$ cat config.mk
export PLATFORM = sky130hd
export DESIGN_NAME = rtts_div
export DESIGN_NICKNAME = d
export VERILOG_FILES = /design/src/rtts_pkg.sv /design/src/rtts_div.sv
export SDC_FILE = /design/constraint.sdc
export NUM_CORES = 1
export LEC_CHECK = 0
export BUFFER_PORTS_ARGS = -buffer_cell sky130_fd_sc_hd__buf_2
export CORE_MARGIN = 3
export CORE_UTILIZATION = 59
export DETAILED_ROUTE_END_ITERATION = 6
export PLACE_DENSITY = 0.95
export SLEW_MARGIN = 20
export SYNTH_ARGS = -nofsm -noshare
export SYNTH_HDL_FRONTEND = slang
export SYNTH_SLANG_ARGS = --single-unit
$ cat constraint.sdc
create_clock -name i_clk -period 7.6 [get_ports i_clk]
set_clock_uncertainty 0.05 [all_clocks]
set_input_delay 1.14 -clock i_clk [delete_from_list [all_inputs] [get_ports i_clk]]
set_output_delay 1.14 -clock i_clk [all_outputs]
set_load 0.005 [all_outputs]
$ cat src/rtts_pkg.sv
// Shared constants, register indexes and fixed-point helpers for the rotor thrust/torque step.
package rtts_pkg;

    localparam int DATA_W     = 32;
    localparam int DT_W       = 16;
    localparam int CFG_IDX_W  = 3;
    localparam int CFG_DATA_W = 32;
    localparam int PROD_W     = 2 * DATA_W;
    localparam int ACC_W      = 50;
    localparam int MAG_W      = 49;
    localparam int DIV_NUM_W  = 48;
    localparam int DIV_RADIX  = 2;
    localparam int DIV_STEPS  = DIV_NUM_W / DIV_RADIX;
    localparam int DIV_CNT_W  = $clog2(DIV_STEPS);

    localparam logic [DT_W-1:0] LAG_RESET = 16'd1311;

    typedef enum logic [CFG_IDX_W-1:0] {
        REG_THRUST_COEFF = 3'd0,
        REG_DRAG_COEFF   = 3'd1,
        REG_ROTOR_INERTIA = 3'd2,
        REG_SPIN_NEGATIVE = 3'd3,
        REG_ARM_X        = 3'd4,
        REG_ARM_Y        = 3'd5,
        REG_LAG_TIME     = 3'd6
    } t_reg_idx;

    function automatic logic [DATA_W-1:0] mag32(input logic [DATA_W-1:0] x);
        return x[DATA_W-1] ? (~x + 32'd1) : x;
    endfunction

    function automatic logic [DATA_W-1:0] sat_acc(input logic [ACC_W-1:0] v);
        if (v[ACC_W-1:DATA_W-1] == '0 || v[ACC_W-1:DATA_W-1] == '1) begin
            return v[DATA_W-1:0];
        end
        return v[ACC_W-1] ? 32'h8000_0000 : 32'h7fff_ffff;
    endfunction

    // Signed Q16.16 term from a magnitude product: drop 16 fraction bits, then sign.
    function automatic logic [ACC_W-1:0] prod_term(input logic [PROD_W-1:0] p, input logic neg);
        logic [ACC_W-1:0] m;
        m = {{(ACC_W - (PROD_W - 16)){1'b0}}, p[PROD_W-1:16]};
        return neg ? (~m + 1'b1) : m;
    endfunction

    function automatic logic [DATA_W-1:0] cap_neg(input logic [MAG_W-1:0] m);
        logic [DATA_W-1:0] c;
        c = (m > 49'h0_8000_0000) ? 32'h8000_0000 : m[DATA_W-1:0];
        return ~c + 32'd1;
    endfunction

    function automatic logic [DATA_W-1:0] cap_pos(input logic [MAG_W-1:0] m);
        return (m >= 49'h0_7fff_ffff) ? 32'h7fff_ffff : m[DATA_W-1:0];
    endfunction

endpackage

$ cat src/rtts_div.sv
// Iterative radix-4 restoring divider: 48-bit numerator by 16-bit divisor.
module rtts_div import rtts_pkg::*; (
    input  logic                 i_clk,
    input  logic                 i_rst_n,
    input  logic                 i_start,
    input  logic [DIV_NUM_W-1:0] i_num,
    input  logic [DT_W-1:0]      i_den,
    output logic                 o_done,
    output logic [DIV_NUM_W-1:0] o_quo
);

    logic                 r_busy;
    logic                 r_done;
    logic [DIV_CNT_W-1:0] r_cnt;
    logic [DIV_NUM_W-1:0] r_num;
    logic [DT_W-1:0]      r_rem;
    logic [DT_W-1:0]      r_den;
    logic [DIV_NUM_W-1:0] n_num;
    logic [DT_W-1:0]      n_rem;

    always_comb begin
        logic [DT_W:0] t;
        n_rem = r_rem;
        n_num = r_num;
        for (int k = 0; k < DIV_RADIX; k++) begin
            t = {n_rem, n_num[DIV_NUM_W-1]};
            n_num = {n_num[DIV_NUM_W-2:0], 1'b0};
            if (t >= {1'b0, r_den}) begin
                t = t - {1'b0, r_den};
                n_num[0] = 1'b1;
            end
            n_rem = t[DT_W-1:0];
        end
    end

    always_ff @(posedge i_clk) begin
        if (!i_rst_n) begin
            r_busy <= 1'b0;
            r_done <= 1'b0;
            r_cnt  <= '0;
        end else begin
            r_done <= r_busy && !i_start && (r_cnt == DIV_CNT_W'(DIV_STEPS - 1));
            if (i_start) begin
                r_busy <= 1'b1;
                r_cnt  <= '0;
            end else if (r_busy) begin
                r_cnt <= r_cnt + 1'b1;
                if (r_cnt == DIV_CNT_W'(DIV_STEPS - 1)) begin
                    r_busy <= 1'b0;
                end
            end
        end
    end

    always_ff @(posedge i_clk) begin
        if (i_start) begin
            r_num <= i_num;
            r_rem <= '0;
            r_den <= i_den;
        end else if (r_busy) begin
            r_num <= n_num;
            r_rem <= n_rem;
        end
    end

    assign o_done = r_done;
    assign o_quo  = r_num;

endmodule

; ---- After elaboration in Yosys (flattened, before gate mapping)
; Index checks and enable logic that the tools add are counted.
; Widths: inputs -> output; s select.
[word_totals]
reg_bits = 87
[op_classes]
bitwise_logic = 1
n_eq_ne = 1
order_cmp = 2
reduce_logical = 5
n_addsub = 3
muxes = 9
[op_table]
columns = cell, count
row1 = $mux 48, 2
row2 = $ge 17x16->1, 2
row3 = $mux 16, 2
row4 = $sub 16x16->16, 2
row5 = $add 5x1->5 const B, 1
row6 = $eq 5x5->1 const B, 1
row7 = $mux 1, 5
row8 = $logic_and 1x1->1, 2
row9 = $reduce_bool 2->1, 1
row10 = $reduce_or 2->1, 1
row11 = $logic_not 1->1, 1
row12 = $not 1->1, 1

; ---- Logic depth before layout (Yosys ltp)
[depth]
depth_word = 6
depth_mapped = 20
ltp_nobuf = 19

; ---- Worst setup path before layout
; No wires, ideal clock.
[synth_timing]
path_kind = reg-to-reg
from = register r_den[8]
to = register r_rem[15]
path_stages_with_launch = 21
path_slack_ps = 2929
setup_time_ps = 117
arrival_time_ps = 4503
synth_period_minus_slack_ps = 4671
cell_sequence = edfxtp_1 -> inv_1 -> ha_1 -> a211oi_2 -> o21ai_1 -> and2_1 -> a2111oi_4 -> nand2_2 -> buf_6 -> mux2i_1 -> inv_1 -> ha_1 -> a21o_1 -> a21o_1 -> a21o_1 -> a221o_1 -> a31oi_1 -> o211ai_4 -> buf_6 -> a211o_1 -> a32o_1
[synth_via]
elab_chain_cells = 4
[synth_lines]
columns = element, line_no
row1 = "start, declared", rtts_div.sv:17  ; logic [DT_W-1:0] r_den;
row2 = "start signal, assigned", rtts_div.sv:59  ; r_den <= i_den;
row3 = $sub 16x16->16 / $ge 17x16->1 (equally long branches), "rtts_div.sv:29, rtts_div.sv:28"
row4 = $mux 16, rtts_div.sv:28  ; if (t >= {1'b0, r_den}) begin
row5 = $sub 16x16->16 / $ge 17x16->1 (equally long branches), "rtts_div.sv:29, rtts_div.sv:28"
row6 = $mux 16 *, rtts_div.sv:28
row7 = "end signal, assigned", rtts_div.sv:62  ; r_rem <= n_rem;
row8 = "end, declared", rtts_div.sv:16  ; logic [DT_W-1:0] r_rem;
; Mark *: on every way between the ends. The rest lies on a longest branch, timed or not.
; A chain may end at the register's enable or synchronous reset.

; ---- Final worst setup path
; Same ends and word-level chain as after synthesis.

==> out/results.ini <==
[floorplan]
start_util_pct=62.2
placementRows=33
die_y_um=100
io_pins=116
die_area_um2=10000
core-area_um2=8420
die_w_um=100

[synth]
syn_area_per_cell_um2=11.5
syn-num-nets=557
synth_area_um2=5240
synth_top_flop_cell=edfxtp_1
synth_edf_count=64
synth_cells=455
synth_cell_type_count=63
synthArstFlopShare_pct=0
synthTopCellsByArea=edfxtp_1 (37%), mux2_2 (12%), dfxtp_1 (8.8%), ha_1 (7.9%), xnor2_1 (3.5%)
synth_largest_area_cell=edfxtp_1
ys_ff_latch=87
netlist.area_leader.share_pct=36.7
ys.warnings.count=0
seq_area_frac_synth_pct=45.5

[timing]
rsz0062_at_grt=no
setup_viol=0
tightest_slew_ns=0.991
drv_slew=0
final_hold_viol_count=0
post-route-period-util_pct=71.1
relSlewSlack_pct=33.8
max_freq_ghz=0.185
fin_setup_tns_ns=0
finalCriticalPeriod_ns=5.40

[cts]
cts_tree=yes
cts_setup_buffers=0
clock-root-buffer=clkbuf_8
clk_path_buf_depth=2
cts_made_buffers=9
clk_pin_slew_ns=0.09
cts_sinks=87
h-tree-depth=3
cts-resized-gates=0
postCtsHoldBufs=0
insertion_delay_ns=0.37

[finish]
n_antenna_cell=0
syn_to_final_growth_pct=16.4
drive_gt1_share_pct=35.5
nets=671
num-fill-cells=536
finish.utilization_pct=72.4

[global_routing]
track_usage_pct=29.0
grt_max_degree=79
antenna_found_initial=0
grt-ovfl-total=0
first_global_vias=4450
grt_pass1_wl_um=22600

[critical_path]
cp-end-kind=flop
critPathKind=flop to flop
required_ns=7.81
cp_max_fo=21
reg2reg_depth=18
cp.arrival_ns=5.61
startpoint_type=flop

[placed_design]
gp_congestion=0.927
hpwlAfterDp_um=10400
portBuffers=115

[run_status]
status=finished clean

[detailed_routing]
ant_nets=0
route.detailed.drc=0
wl_per_cell_um=21.2
num_vias=4342
drtIter0Drc=554
vias_per_cell=6.39
routed_wl_um=14400
firstDrtPassIters=5

[power]
vdd_ir_drop_max_mv=0.268
power_leakage_nw=2.62
p_per_area_nw_per_um2=385
power.total_mw=2.35

[worst_hold_path]
hold_path_depth=2
hold_class=flop to flop

[flow_run]
maxCapViolCount=0

registers in the layout, summed over array words and instances (netlist names):
register / cells
r_den: 16
r_busy: 1
r_rem: 16
o_done: 1
r_cnt: 5
o_quo: 48
synthesized netlist by cell type, drive strengths merged (4+ instances only):
cell	instances
ha	33
nand2b	4
nand4	6
dfxtp	23
edfxtp	64
mux2	57
nand2	13
nor3	6
clkbuf	11
o21bai	4
xor2	8
a21o	11
a211oi	10
nor2b	5
nor2	36
o21a	6
nand3	7
mux2i	13
a21oi	19
o21ai	17
o211ai	5
inv	28
xnor2	21
stage by stage:
stage / cell area [um2] / std cells / worst slack [ns] / hold WS (ns)
2_1_floorplan: 5240 / 455 / 2.93 / 0.399
3_3_place_gp: 5890 / 663 / 2.61 / 0.434
3_5_place_dp: 5890 / 663 / 2.38 / 0.443
4_1_cts: 6090 / 679 / 2.32 / 0.457
5_1_grt: 6090 / 679 / 1.96 / 0.503
6_report: 6090 / 679 / 2.20 / 0.479
worst paths after layout:
path                               start        end  slack (ns)
worst max-delay path            r_den[8]  r_rem[15]        2.20
worst min-delay path            r_rem[9]   r_rem[9]        0.48
worst max register to register  r_den[8]  r_rem[15]        2.20
worst min register to register  r_rem[9]   r_rem[9]        0.48
cell type report:
cell class | instances | area, um2 | area share (%)
multi-input combinational | 326 | 2680 | 44.0
sequential | 87 | 2380 | 39.1
timing repair buffer | 117 | 591 | 9.69
tap | 105 | 131 | 2.16
clock buffer | 10 | 128 | 2.09
inverter | 28 | 105 | 1.72
clock inverter | 6 | 77.6 | 1.27
layer usage:
metal	part of all wire, %	global-route usage (%)	vias to the layer above
met3	10	6.95	43
met4	2.3	9.33	0
met5	0	0	-
li1	-	-	1944
met2	50	50.8	300
met1	37	35.2	2055
cells in the final DEF, fill, tap and decap left out, types with 3 or more instances in the layout:
cell type  instances
ha_1              33
dfxtp_1           23
nand4_1            6
nand4b_1           3
xor2_1             8
nand3_1            7
mux2i_1           12
a211oi_1           9
inv_1             27
and3_1             3
o21ai_0           16
nor2b_1            5
nand2_1           12
a31oi_1            3
o211ai_1           3
nor3_1             6
nor2_1            36
o31ai_1            3
clkbuf_8           9
mux2_2            57
o21bai_1           4
buf_2            115
xnor2_1           21
o21a_1             5
nand2b_1           4
edfxtp_1          64
a21o_1             9
a21oi_1           19
worst max-delay path, stage by stage (launching register included):
cell,delay (ns)
edfxtp_1,0.36
inv_1,0.09
ha_1,0.32
a211oi_2,0.28
o21ai_1,0.14
and2_1,0.19
a2111oi_4,0.50
nand2_2,0.38
mux2i_1,0.33
inv_1,0.08
ha_1,0.34
a21o_1,0.19
a21o_1,0.18
a21o_1,0.22
a221o_1,0.32
a31oi_1,0.31
o211ai_4,0.37
a211o_1,0.38
a32o_1,0.24
report_power, final:
| group | switching (mW) | leakage [nW] | total, mW | internal [mW] |
|---|---|---|---|---|
| clock | 0.186 | 0.101 | 0.345 | 0.159 |
| sequential | 0.0583 | 0.828 | 0.651 | 0.593 |
| combinational | 0.757 | 1.69 | 1.35 | 0.596 |
logic make-up (layout without fill, tap and decap cells):
| group | Yosys count | after routing | synth area share (%) |
|---|---|---|---|
| simple gates | 95 | 95 | 9.15 |
| buf+inv | 42 | 161 | 3.32 |
| compound gates | 97 | 97 | 13.5 |
| xor+xnor | 29 | 29 | 4.85 |
| mux | 70 | 70 | 15.0 |
| flops | 87 | 87 | 45.5 |
| fa+ha+maj | 35 | 35 | 8.65 |
Note: power is estimated with default switching activity, not from simulation.
